==> config.mk <==
export PLATFORM = sky130hd
export DESIGN_NAME = repeat_limiter_random_substitute
export DESIGN_NICKNAME = d
export VERILOG_FILES = /design/src/hw/rtl/rlrs_pkg.sv /design/src/hw/rtl/rlrs_rem_unit.sv /design/src/hw/rtl/repeat_limiter_random_substitute.sv
export SDC_FILE = /design/constraint.sdc
export NUM_CORES = 2
export LEC_CHECK = 0
export BUFFER_PORTS_ARGS = -buffer_cell sky130_fd_sc_hd__clkbuf_2
export CAP_MARGIN = 15
export CORE_ASPECT_RATIO = 1.2
export CORE_UTILIZATION = 40
export DETAILED_ROUTE_END_ITERATION = 8
export REMOVE_ABC_BUFFERS = 1
export SKIP_LAST_GASP = 1
export SLEW_MARGIN = 20
export SYNTH_ARGS = -nofsm -noshare
export SYNTH_HDL_FRONTEND = slang
export SYNTH_SLANG_ARGS = --single-unit
export TNS_END_PERCENT = 50
==> constraint.sdc <==
create_clock -name clock -period 10.2 [get_ports clock]
set_input_delay 1.02 -clock clock [delete_from_list [all_inputs] [get_ports clock]]
set_output_delay 1.02 -clock clock [all_outputs]
set_load 0.005 [all_outputs]
==> src/hw/rtl/rlrs_pkg.sv <==
// ----------------------------------------------------------------------------
// rlrs_pkg
// Shared types and constants for the repeat limiter with random substitute.
// ----------------------------------------------------------------------------
package rlrs_pkg;

   localparam int unsigned VAL_W   = 16;            // input value width
   localparam int unsigned OUT_W   = 17;            // output value width
   localparam int unsigned LCG_W   = 32;            // generator state width
   localparam int unsigned DVD_W   = 17;            // remainder dividend width
   localparam int unsigned CNT_W   = 5;             // remainder step counter width
   localparam logic [CNT_W-1:0] REM_STEPS = 5'd17;  // one step per dividend bit

   localparam logic [LCG_W-1:0] LCG_MUL    = 32'd472940017;
   localparam logic [LCG_W-1:0] LCG_ADD    = 32'd832416023;
   localparam logic [LCG_W-1:0] SEED_RESET = 32'd1267631501;

   localparam logic [15:0] RANGE_RESET = 16'd3;
   localparam logic [15:0] LIMIT_RESET = 16'd2;

   // register indexes
   localparam logic [1:0] CSR_VALUE_RANGE  = 2'd0;
   localparam logic [1:0] CSR_REPEAT_LIMIT = 2'd1;
   localparam logic [1:0] CSR_SEED         = 2'd2;

   typedef enum logic [2:0] {
      ST_IDLE,
      ST_EVAL,
      ST_LCG,
      ST_SCALE,
      ST_SUM,
      ST_DIV,
      ST_DONE
   } state_type;

   // control decoded from the sequencer state
   typedef struct packed {
      logic req_ready;
      logic eval;
      logic lcg_step;
      logic scale;
      logic div_start;
      logic div_wait;
      logic finish;
   } ctrl_type;

endpackage

==> src/hw/rtl/rlrs_rem_unit.sv <==
// ----------------------------------------------------------------------------
// rlrs_rem_unit
// Bit-serial restoring remainder: one shift/compare/subtract per cycle.
// ----------------------------------------------------------------------------
module rlrs_rem_unit import rlrs_pkg::*; (
   input  logic             clock,
   input  logic             reset,
   input  logic             start,
   input  logic [DVD_W-1:0] dividend,
   input  logic [15:0]      divisor,
   output logic             done,
   output logic [15:0]      remainder
);

   logic             busy_ff, busy_in;
   logic             done_ff, done_in;
   logic [CNT_W-1:0] cnt_ff, cnt_in;
   logic [DVD_W-1:0] dvd_ff, dvd_in;
   logic [15:0]      dvs_ff, dvs_in;
   logic [15:0]      rem_ff, rem_in;
   logic [16:0]      trial;
   logic [16:0]      diff;

   always_comb begin
      trial   = {rem_ff, dvd_ff[DVD_W-1]};
      diff    = trial - {1'b0, dvs_ff};
      busy_in = busy_ff;
      done_in = 1'b0;
      cnt_in  = cnt_ff;
      dvd_in  = dvd_ff;
      dvs_in  = dvs_ff;
      rem_in  = rem_ff;
      if (start) begin
         busy_in = 1'b1;
         cnt_in  = REM_STEPS;
         dvd_in  = dividend;
         dvs_in  = divisor;
         rem_in  = '0;
      end else if (busy_ff) begin
         dvd_in = {dvd_ff[DVD_W-2:0], 1'b0};
         // trial below 2*divisor, so one subtract restores the bound
         rem_in = (trial >= {1'b0, dvs_ff}) ? diff[15:0] : trial[15:0];
         cnt_in = cnt_ff - 1'b1;
         if (cnt_ff == 5'd1) begin
            busy_in = 1'b0;
            done_in = 1'b1;
         end
      end
   end

   always_ff @(posedge clock) begin
      if (reset) begin
         busy_ff <= 1'b0;
         done_ff <= 1'b0;
         cnt_ff  <= '0;
      end else begin
         busy_ff <= busy_in;
         done_ff <= done_in;
         cnt_ff  <= cnt_in;
      end
      dvd_ff <= dvd_in;
      dvs_ff <= dvs_in;
      rem_ff <= rem_in;
   end

   assign done      = done_ff;
   assign remainder = rem_ff;

   a_rem_bound: assert property (@(posedge clock) disable iff (reset)
      done_ff |-> (rem_ff < dvs_ff))
      else $error("remainder not below divisor");

   a_start_busy: assert property (@(posedge clock) disable iff (reset)
      start |=> busy_ff)
      else $error("start did not launch the unit");

   a_last_step: assert property (@(posedge clock) disable iff (reset)
      (busy_ff && !start && cnt_ff == 5'd1) |=> (done_ff && !busy_ff))
      else $error("last step did not raise done");

endmodule

==> src/hw/rtl/repeat_limiter_random_substitute.sv <==
// ----------------------------------------------------------------------------
// repeat_limiter_random_substitute
// Passes values through, replacing a value that repeats the previous output
// too often by a pseudo-random substitute from a 32-bit LCG.
// ----------------------------------------------------------------------------
// Sequence: a transaction is accepted in idle, evaluated, and loaded into the
//   output register in the done state, which waits for the output to be free;
//   a substitute runs LCG step, scale, sum and the serial remainder in between.
//   A new transaction is accepted only after the previous one leaves done.
// Reset: synchronous; registers return to range 3, limit 2, seed 1267631501,
//   previous output 0, repeat count 0. No clearing pass.
module repeat_limiter_random_substitute import rlrs_pkg::*; (
   input  logic                    clock,
   input  logic                    reset,
   // input channel
   input  logic                    req_valid,
   output logic                    req_ready,
   input  logic signed [VAL_W-1:0] req_in_value,
   // result channel
   output logic                    rsp_valid,
   input  logic                    rsp_ready,
   output logic signed [OUT_W-1:0] rsp_out_value,
   output logic                    rsp_was_replaced,
   output logic [LCG_W-1:0]        rsp_gen_state,
   // configuration
   input  logic                    csr_write_en,
   input  logic [1:0]              csr_index,
   input  logic [31:0]             csr_wdata
);

   // ---------------------------------------------------------------------
   // state
   // ---------------------------------------------------------------------
   state_type        state_ff, state_in;
   ctrl_type         ctrl;

   logic [15:0]      range_ff;      // value_range register
   logic [15:0]      limit_ff;      // repeat_limit register
   logic [LCG_W-1:0] lcg_ff;        // generator state
   logic [OUT_W-1:0] last_ff;       // previous output
   logic [15:0]      count_ff, count_in;

   // per-transaction working registers
   logic [VAL_W-1:0] din_ff;
   logic [15:0]      scaled_ff;
   logic             neg_ff;
   logic [OUT_W-1:0] res_ff, res_in;
   logic             repl_ff, repl_in;

   // output register
   logic             rsp_valid_ff;
   logic [OUT_W-1:0] rsp_value_ff;
   logic             rsp_repl_ff;
   logic [LCG_W-1:0] rsp_state_ff;

   // ---------------------------------------------------------------------
   // effective configuration: zero range acts as 1, zero limit acts as 1,
   // scale factor m = max(range-1, 1)
   // ---------------------------------------------------------------------
   logic [15:0] n_eff;
   logic [15:0] lim_eff;
   logic [15:0] m_eff;

   assign n_eff   = (range_ff == 16'd0) ? 16'd1 : range_ff;
   assign lim_eff = (limit_ff == 16'd0) ? 16'd1 : limit_ff;
   assign m_eff   = (n_eff <= 16'd2) ? 16'd1 : (n_eff - 16'd1);

   // ---------------------------------------------------------------------
   // repeat detection
   // ---------------------------------------------------------------------
   logic [OUT_W-1:0] din_ext;
   logic             match;
   logic             replace;

   assign din_ext = {din_ff[VAL_W-1], din_ff};
   assign match   = (din_ext == last_ff);
   assign replace = match && (count_ff >= lim_eff);

   // ---------------------------------------------------------------------
   // shared multiplier: LCG step (low word) then m*state (bits 47:32)
   // ---------------------------------------------------------------------
   logic [LCG_W-1:0] mul_a;
   logic [63:0]      product;

   assign mul_a   = ctrl.lcg_step ? LCG_MUL : {16'd0, m_eff};
   assign product = 64'(mul_a) * 64'(lcg_ff);

   // ---------------------------------------------------------------------
   // sum = scaled + value + 1 as an 18-bit two's complement word, split
   // into sign and magnitude for the truncated remainder
   // ---------------------------------------------------------------------
   logic [17:0]      sum;
   logic [17:0]      sum_abs;
   logic [DVD_W-1:0] div_dvd;
   logic             div_done;
   logic [15:0]      div_rem;

   assign sum     = {2'b00, scaled_ff} + {{2{din_ff[VAL_W-1]}}, din_ff} + 18'd1;
   assign sum_abs = sum[17] ? (~sum + 18'd1) : sum;
   assign div_dvd = sum_abs[DVD_W-1:0];

   rlrs_rem_unit u_rem (
      .clock     (clock),
      .reset     (reset),
      .start     (ctrl.div_start),
      .dividend  (div_dvd),
      .divisor   (n_eff),
      .done      (div_done),
      .remainder (div_rem)
   );

   // ---------------------------------------------------------------------
   // sequencer: next state
   // ---------------------------------------------------------------------
   logic rsp_free;
   assign rsp_free = !rsp_valid_ff || rsp_ready;

   always_comb begin
      state_in = state_ff;
      case (state_ff)
         ST_IDLE:  if (req_valid) state_in = ST_EVAL;
         ST_EVAL:  state_in = replace ? ST_LCG : ST_DONE;
         ST_LCG:   state_in = ST_SCALE;
         ST_SCALE: state_in = ST_SUM;
         ST_SUM:   state_in = ST_DIV;
         ST_DIV:   if (div_done) state_in = ST_DONE;
         ST_DONE:  if (rsp_free) state_in = ST_IDLE;
         default:  state_in = ST_IDLE;
      endcase
   end

   // sequencer: decoded controls
   always_comb begin
      ctrl = '0;
      case (state_ff)
         ST_IDLE:  ctrl.req_ready = 1'b1;
         ST_EVAL:  ctrl.eval      = 1'b1;
         ST_LCG:   ctrl.lcg_step  = 1'b1;
         ST_SCALE: ctrl.scale     = 1'b1;
         ST_SUM:   ctrl.div_start = 1'b1;
         ST_DIV:   ctrl.div_wait  = 1'b1;
         ST_DONE:  ctrl.finish    = rsp_free;
         default:  ctrl = '0;
      endcase
   end

   // ---------------------------------------------------------------------
   // result and counter next values
   // ---------------------------------------------------------------------
   logic [OUT_W-1:0] rem_ext;
   assign rem_ext = {1'b0, div_rem};

   always_comb begin
      count_in = count_ff;
      res_in   = res_ff;
      repl_in  = repl_ff;
      if (ctrl.eval) begin
         res_in  = din_ext;
         repl_in = 1'b0;
         if (!match) begin
            count_in = 16'd1;
         end else if (replace) begin
            count_in = 16'd1;
         end else begin
            count_in = count_ff + 16'd1;
         end
      end else if (ctrl.div_wait && div_done) begin
         // remainder takes the sign of the dividend
         res_in  = neg_ff ? (~rem_ext + 17'd1) : rem_ext;
         repl_in = 1'b1;
      end
   end

   // ---------------------------------------------------------------------
   // registers
   // ---------------------------------------------------------------------
   always_ff @(posedge clock) begin
      if (reset) begin
         state_ff     <= ST_IDLE;
         range_ff     <= RANGE_RESET;
         limit_ff     <= LIMIT_RESET;
         lcg_ff       <= SEED_RESET;
         last_ff      <= '0;
         count_ff     <= '0;
         rsp_valid_ff <= 1'b0;
      end else begin
         state_ff <= state_in;
         count_ff <= count_in;

         if (csr_write_en && csr_index == CSR_VALUE_RANGE) begin
            range_ff <= csr_wdata[15:0];
         end
         if (csr_write_en && csr_index == CSR_REPEAT_LIMIT) begin
            limit_ff <= csr_wdata[15:0];
         end

         // seed write loads the generator directly
         if (csr_write_en && csr_index == CSR_SEED) begin
            lcg_ff <= csr_wdata;
         end else if (ctrl.lcg_step) begin
            lcg_ff <= product[31:0] + LCG_ADD;
         end

         if (ctrl.finish) begin
            last_ff      <= res_ff;
            rsp_valid_ff <= 1'b1;
         end else if (rsp_ready) begin
            rsp_valid_ff <= 1'b0;
         end
      end

      // payload, no reset
      if (req_valid && ctrl.req_ready) begin
         din_ff <= req_in_value;
      end
      if (ctrl.scale) begin
         scaled_ff <= product[47:32];
      end
      if (ctrl.div_start) begin
         neg_ff <= sum[17];
      end
      res_ff  <= res_in;
      repl_ff <= repl_in;
      if (ctrl.finish) begin
         rsp_value_ff <= res_ff;
         rsp_repl_ff  <= repl_ff;
         rsp_state_ff <= lcg_ff;
      end
   end

   assign req_ready        = ctrl.req_ready;
   assign rsp_valid        = rsp_valid_ff;
   assign rsp_out_value    = rsp_value_ff;
   assign rsp_was_replaced = rsp_repl_ff;
   assign rsp_gen_state    = rsp_state_ff;

   // ---------------------------------------------------------------------
   // assertions
   // ---------------------------------------------------------------------
   logic [OUT_W-1:0] rsp_mag;
   assign rsp_mag = rsp_value_ff[OUT_W-1] ? (~rsp_value_ff + 17'd1) : rsp_value_ff;

   a_busy_after_accept: assert property (@(posedge clock) disable iff (reset)
      (req_valid && req_ready) |=> !req_ready)
      else $error("accepted a second transaction while busy");

   a_subst_in_range: assert property (@(posedge clock) disable iff (reset)
      (rsp_valid_ff && rsp_repl_ff) |-> (rsp_mag < {1'b0, n_eff}))
      else $error("substitute outside the value range");

   a_lcg_step: assert property (@(posedge clock) disable iff (reset)
      (ctrl.lcg_step && !csr_write_en)
         |=> (lcg_ff == 32'($past(lcg_ff) * LCG_MUL + LCG_ADD)))
      else $error("generator step mismatch");

endmodule

Yosys cells after proc, flatten, opt, wreduce, memory -nomap -nowiden:

Cells that the tools add are included.
Widths: inputs -> output; s select.

* register bits after elaboration: 258
* logic and storage cells: 105

* $add $sub $neg: 9
* multiply operators: 1
* order comparisons: 3
* eq/ne operators: 13
* multiplexer cells: 35
* bitwise operators: 3
* reduce and logical (&&, ||, !) cells: 19

Operator list (number)
* $mux 17: 6
* $mux 16: 6
* $mux 32: 2
* $mul 29x32->48: 1
* $add 17x1->17 const B: 2
* $add 32x30->32 const B: 1
* $logic_not 16->1: 2
* $mux 29: 1
* $pmux 3 s7: 1
* $add 17x16->18: 1
* $add 18x1->18 const B: 1
* $eq 17x17->1: 1
* $ge 17x16->1: 1
* $not 16->17: 1
* $not 17->17: 1
* $add 16x1->16 const B: 1
* $ge 16x16->1: 1
* $le 16x2->1 const B: 1
* $sub 16x1->16 const B: 1
* $sub 16x16->16: 1
* $mux 1: 13
* $mux 3: 4
* $mux 5: 2
* $eq 3x3->1 const B: 3
* other kinds (18): 28

Depth between registers and ports, before layout:

* word-level depth: 9
* gate-level depth with buffers: 41
* depth with buffers taken out: 39

Hierarchy:

Synthesis repeated with hierarchy kept, for this count alone.

* cell total of the unflattened synthesis: 3808
* area, all modules: 35001.1 um^2

Modules (own cells, without submodules)
* repeat_limiter_random_substitute: instances 1, cells an instance 3512, area each 31850.5 um^2, sequential area each 5044.8 um^2
* rlrs_rem_unit: instances 1, cells an instance 296, area each 3150.5 um^2, sequential area each 1451.4 um^2

Worst setup path after synthesis:

No wires, ideal clock.

* path kind: register -> register
* start: register range_ff[9]
* end: register scaled_ff[13] (data pin)
* data arrival time: 9686 ps
* data required time: 9923 ps
* path slack: 237 ps
* stages on the path, launching flop included: 36
* path buffers: 1
* cells stage by stage: dfxtp_1 or4_4 or3_4 or2_2 nor2_1 nor2_1 ha_1 xnor2_1 nor3_1 clkbuf_1 nand2_1 fa_1 inv_1 fa_1 fa_1 inv_1 fa_1 inv_1 fa_1 fa_1 fa_1 inv_1 fa_1 inv_1 ha_1 a21oi_1 o21ai_0 a21oi_1 o21ai_0 a221oi_1 a31oi_1 a22o_1 or4b_1 a41o_1 nor4_1 a311oi_1

* longest elaborated chain between the ends: 6
* elaborated cells on any way between the ends: 7

RTL lines
* start: declaration: line repeat_limiter_random_substitute.sv:37 `logic [15:0] range_ff;`
* start signal: assignment: line repeat_limiter_random_substitute.sv:191 `range_ff <= csr_wdata[15:0];`
* $logic_not 16->1: line repeat_limiter_random_substitute.sv:64 `assign n_eff = (range_ff == 16'd0) ? 16'd1 : range_ff;`
* $mux 16 (*): line repeat_limiter_random_substitute.sv:64
* $sub 16x1->16 or $le 16x2->1 (tied branches): line repeat_limiter_random_substitute.sv:66 `assign m_eff = (n_eff <= 16'd2) ? 16'd1 : (n_eff - 16'd1);`
* $mux 16 (*): line repeat_limiter_random_substitute.sv:66
* $mux 29 (*): line repeat_limiter_random_substitute.sv:85 `assign mul_a = ctrl.lcg_step ? LCG_MUL : {16'd0, m_eff};`
* $mul 29x32->48 (*): line repeat_limiter_random_substitute.sv:86 `assign product = 64'(mul_a) * 64'(lcg_ff);`
* via product[45]: line repeat_limiter_random_substitute.sv:83 `logic [63:0] product;`
* end signal: assignment: line repeat_limiter_random_substitute.sv:217 `scaled_ff <= product[47:32];`
* end: declaration: line repeat_limiter_random_substitute.sv:45 `logic [15:0] scaled_ff;`

The timed path passes the listed nets; every way through them passes the cells marked *.
A chain may end at the register's enable or synchronous reset.

Worst setup path in the final report:

Ends and elaborated chain as after synthesis.

==> impl_metrics.py <==
metrics = {
    "status": {
        "outcome": "complete, no violations",
    },
    "synth": {
        "yosysMostFrequentCell": "inv_1",
        "synthCells": 3884,
        "synth_top_area_share_pct": 29.7,
        "ys.flop_type": "edfxtp_1",
        "synth_edf_count": 133,
        "ys_seq_area_share_pct": 18.3,
        "synth_top_cell_by_area": "fa_1",
        "ys_types": 107,
        "yosys-top-cells-count": "706 x inv_1, 525 x fa_1, 485 x nand2_1",
        "yosys-top-cells-area": "fa_1 30%, ha_1 12%, edfxtp_1 11%",
        "avgSynthCellArea_um2": 9.13,
        "synth-seq-cells": 258,
        "async_flop_share_pct": 0,
        "ys_warn_count": 0,
        "netlist_area_um2": 35400,
    },
    "grt": {
        "grt_overflow_total": 0,
        "track_usage_pct": 22.8,
        "antenna_found_initial": 4,
        "grt_first_pass_wirelength_um": 159000,
        "grt_max_degree": 54,
        "grt_pass1_vias": 28241,
    },
    "critical_path": {
        "crit_family": "adder cells",
        "crit_buf_inv": 8,
        "arrival_ns": 10.23,
        "worst_path_most_repeated_cell": "fa_1",
        "crit_required_ns": 10.46,
        "worst_setup_path_end_kind": "flop",
        "cp-start-kind": "flop",
        "slowest_stage": "fa_1",
        "cp_slowest_stage_delay_ns": 0.55,
        "cp_max_fo": 12,
        "critPathKind": "reg2reg",
    },
    "clock_network": {
        "cts.clk_slew.worst_paths_ns": 0.06,
        "cts.sinks": 258,
        "worstSkewPairLatency_ns": 0.54,
        "cts_buffer_depth": 3,
        "cts_made_buffers": 26,
        "cts_tree": "built",
        "cts_root_buf": "clkbuf_16",
        "cts_htree_levels": 1,
    },
    "drt": {
        "ant_nets": 0,
        "first_pass_iters": 6,
        "routed_wl_um": 101000,
        "first_iter_violations": 1738,
        "vias_per_cell": 5.18,
        "via_count": 27302,
        "drc": 0,
        "routedWlPerCell_um": 19.1,
    },
    "floorplan": {
        "die_h_um": 328,
        "die_x_um": 274,
        "die_area_um2": 89800,
        "ios": 107,
        "row_count": 119,
        "core-area_um2": 87700,
        "initial_core_util_pct": 40.4,
    },
    "sta": {
        "worstMarginPinSlew_ns": 0.992,
        "period_needed_ns": 9.97,
        "max_freq_mhz": 100,
        "setup_ws_ns": 0.229,
        "finalHoldViolCount": 0,
        "setup_viol": 0,
        "rsz0062_at_grt": "true",
        "worst_clock_skew_ns": 0.0105,
        "maxSlewHeadroom_pct": 32.2,
        "finalCritPeriodShare_pct": 97.8,
        "whs_ns": 0.460,
        "finalMaxSlewViolations": 0,
    },
    "finish": {
        "layout-drive-gt1-share_pct": 12.6,
        "finalNetCount": 5022,
        "area_delta_synth_final_pct": 12.7,
        "fin_util_pct": 45.5,
    },
    "placement": {
        "dp_hpwl_um": 81500,
        "finalWeightedCongestion": 0.904,
        "port_buffers": 106,
        "post-place-ws_ns": -0.0667,
    },
    "worst_hold_path": {
        "hold_path.class": "reg2reg",
    },
    "run": {
        "maxCapViolations": 0,
    },
}
-- sequential cells by signal, summed over array words and instances, names as in the netlist --
register	cells
repl_ff	1
u_rem.cnt_ff	5
limit_ff	16
u_rem.done	1
rsp_valid	1
res_ff	17
rsp_gen_state	32
u_rem.dvd_ff	17
rsp_was_replaced	1
u_rem.busy_ff	1
range_ff	16
u_rem.dvs_ff	16
rsp_out_value	17
scaled_ff	16
lcg_ff	32
last_ff	17
state_ff	3
count_ff	16
u_rem.remainder	16
din_ff	16
neg_ff	1
-- placed cells by master (no fill, tap or decap), drive strengths merged, types with 17 or more instances in the layout --
| cell | Yosys | layout |
|---|---|---|
| and3 | 22 | 22 |
| a31oi | 22 | 22 |
| o21ai | 130 | 130 |
| xor2 | 50 | 50 |
| nor2b | 28 | 28 |
| inv | 707 | 709 |
| buf | 9 | 251 |
| xnor2 | 90 | 90 |
| nand3 | 51 | 51 |
| nor3 | 50 | 50 |
| a211oi | 18 | 18 |
| o211ai | 20 | 20 |
| or3 | 18 | 18 |
| nor2 | 139 | 139 |
| nand2 | 485 | 485 |
| a21oi | 170 | 170 |
| fa | 525 | 525 |
| edfxtp | 133 | 133 |
| nand2b | 22 | 22 |
| ha | 344 | 344 |
| dfxtp | 125 | 125 |
| clkbuf | 161 | 139 |
| nand4 | 17 | 17 |
| a21o | 26 | 26 |
| and2 | 314 | 314 |
-- per-layer routing --
metal  GRT usage, %  up-vias  wire [um]
met5              0        -         13
met4           7.86        2       3620
met3           3.41      173       6200
met2           40.0      769      49800
met1           28.3    13583      41300
li1               -    12775          -
-- per-stage QoR --
| stage | setup TNS, ns | instance area, um2 | cells |
|---|---|---|---|
| floorplan | -5.59 | 34700 | 3713 |
| global placement | 0 | 38600 | 5207 |
| detailed placement | -0.0696 | 38600 | 5207 |
| CTS | 0 | 39500 | 5254 |
| global route | -0.324 | 39900 | 5268 |
| finish | 0 | 39900 | 5269 |
-- path summary, 6_finish.rpt --
kind | depth (start not counted) | endpoint | start | slack [ns]
worst max register to register | 38 | scaled_ff[13]$_DFFE_PP_ | range_ff[9]$_SDFFE_PP0P_ | 0.23
worst max-delay path | 38 | scaled_ff[13]$_DFFE_PP_ | range_ff[9]$_SDFFE_PP0P_ | 0.23
worst min register to register | 0 | rsp_out_value[7]$_DFFE_PP_ | res_ff[7]$_DFFE_PP_ | 0.46
worst min-delay path | 0 | rsp_out_value[7]$_DFFE_PP_ | res_ff[7]$_DFFE_PP_ | 0.46
-- cell type report --
cell class / count / area [um2]
Fill cell: 8548 / 47800
Multi-Input combinational cell: 2747 / 25900
Sequential cell: 258 / 6500
Inverter: 708 / 2660
Timing Repair Buffer: 357 / 2550
Tap cell: 1149 / 1440
Clock buffer: 33 / 708
Clock inverter: 14 / 183
Antenna cell: 3 / 7.51
-- cells by family after synthesis --
family / count (synthesis) / synth area share (%)
buffers and inverters: 879 / 9.60
AO/OA/AOI/OAI: 508 / 9.31
adder cells (fa/ha/maj): 869 / 41.8
flip-flops: 258 / 18.3
AND/OR/NAND/NOR: 1220 / 17.1
multiplexers: 10 / 0.289
XOR/XNOR: 140 / 3.55
-- timing repair --
| item | in CTS | in global routing |
|---|---|---|
| hold buffers | 0 | 0 |
| endpoints found under the setup margin | 2 | 19 |
| cloned | 0 | 1 |
| gates resized for setup | 2 | 60 |
| pin swaps | 0 | 34 |
| buffers inserted | 0 | 11 |
Power is not shown: default switching activity piles up to over one toggle a cycle in this logic, so the estimate is an artifact.
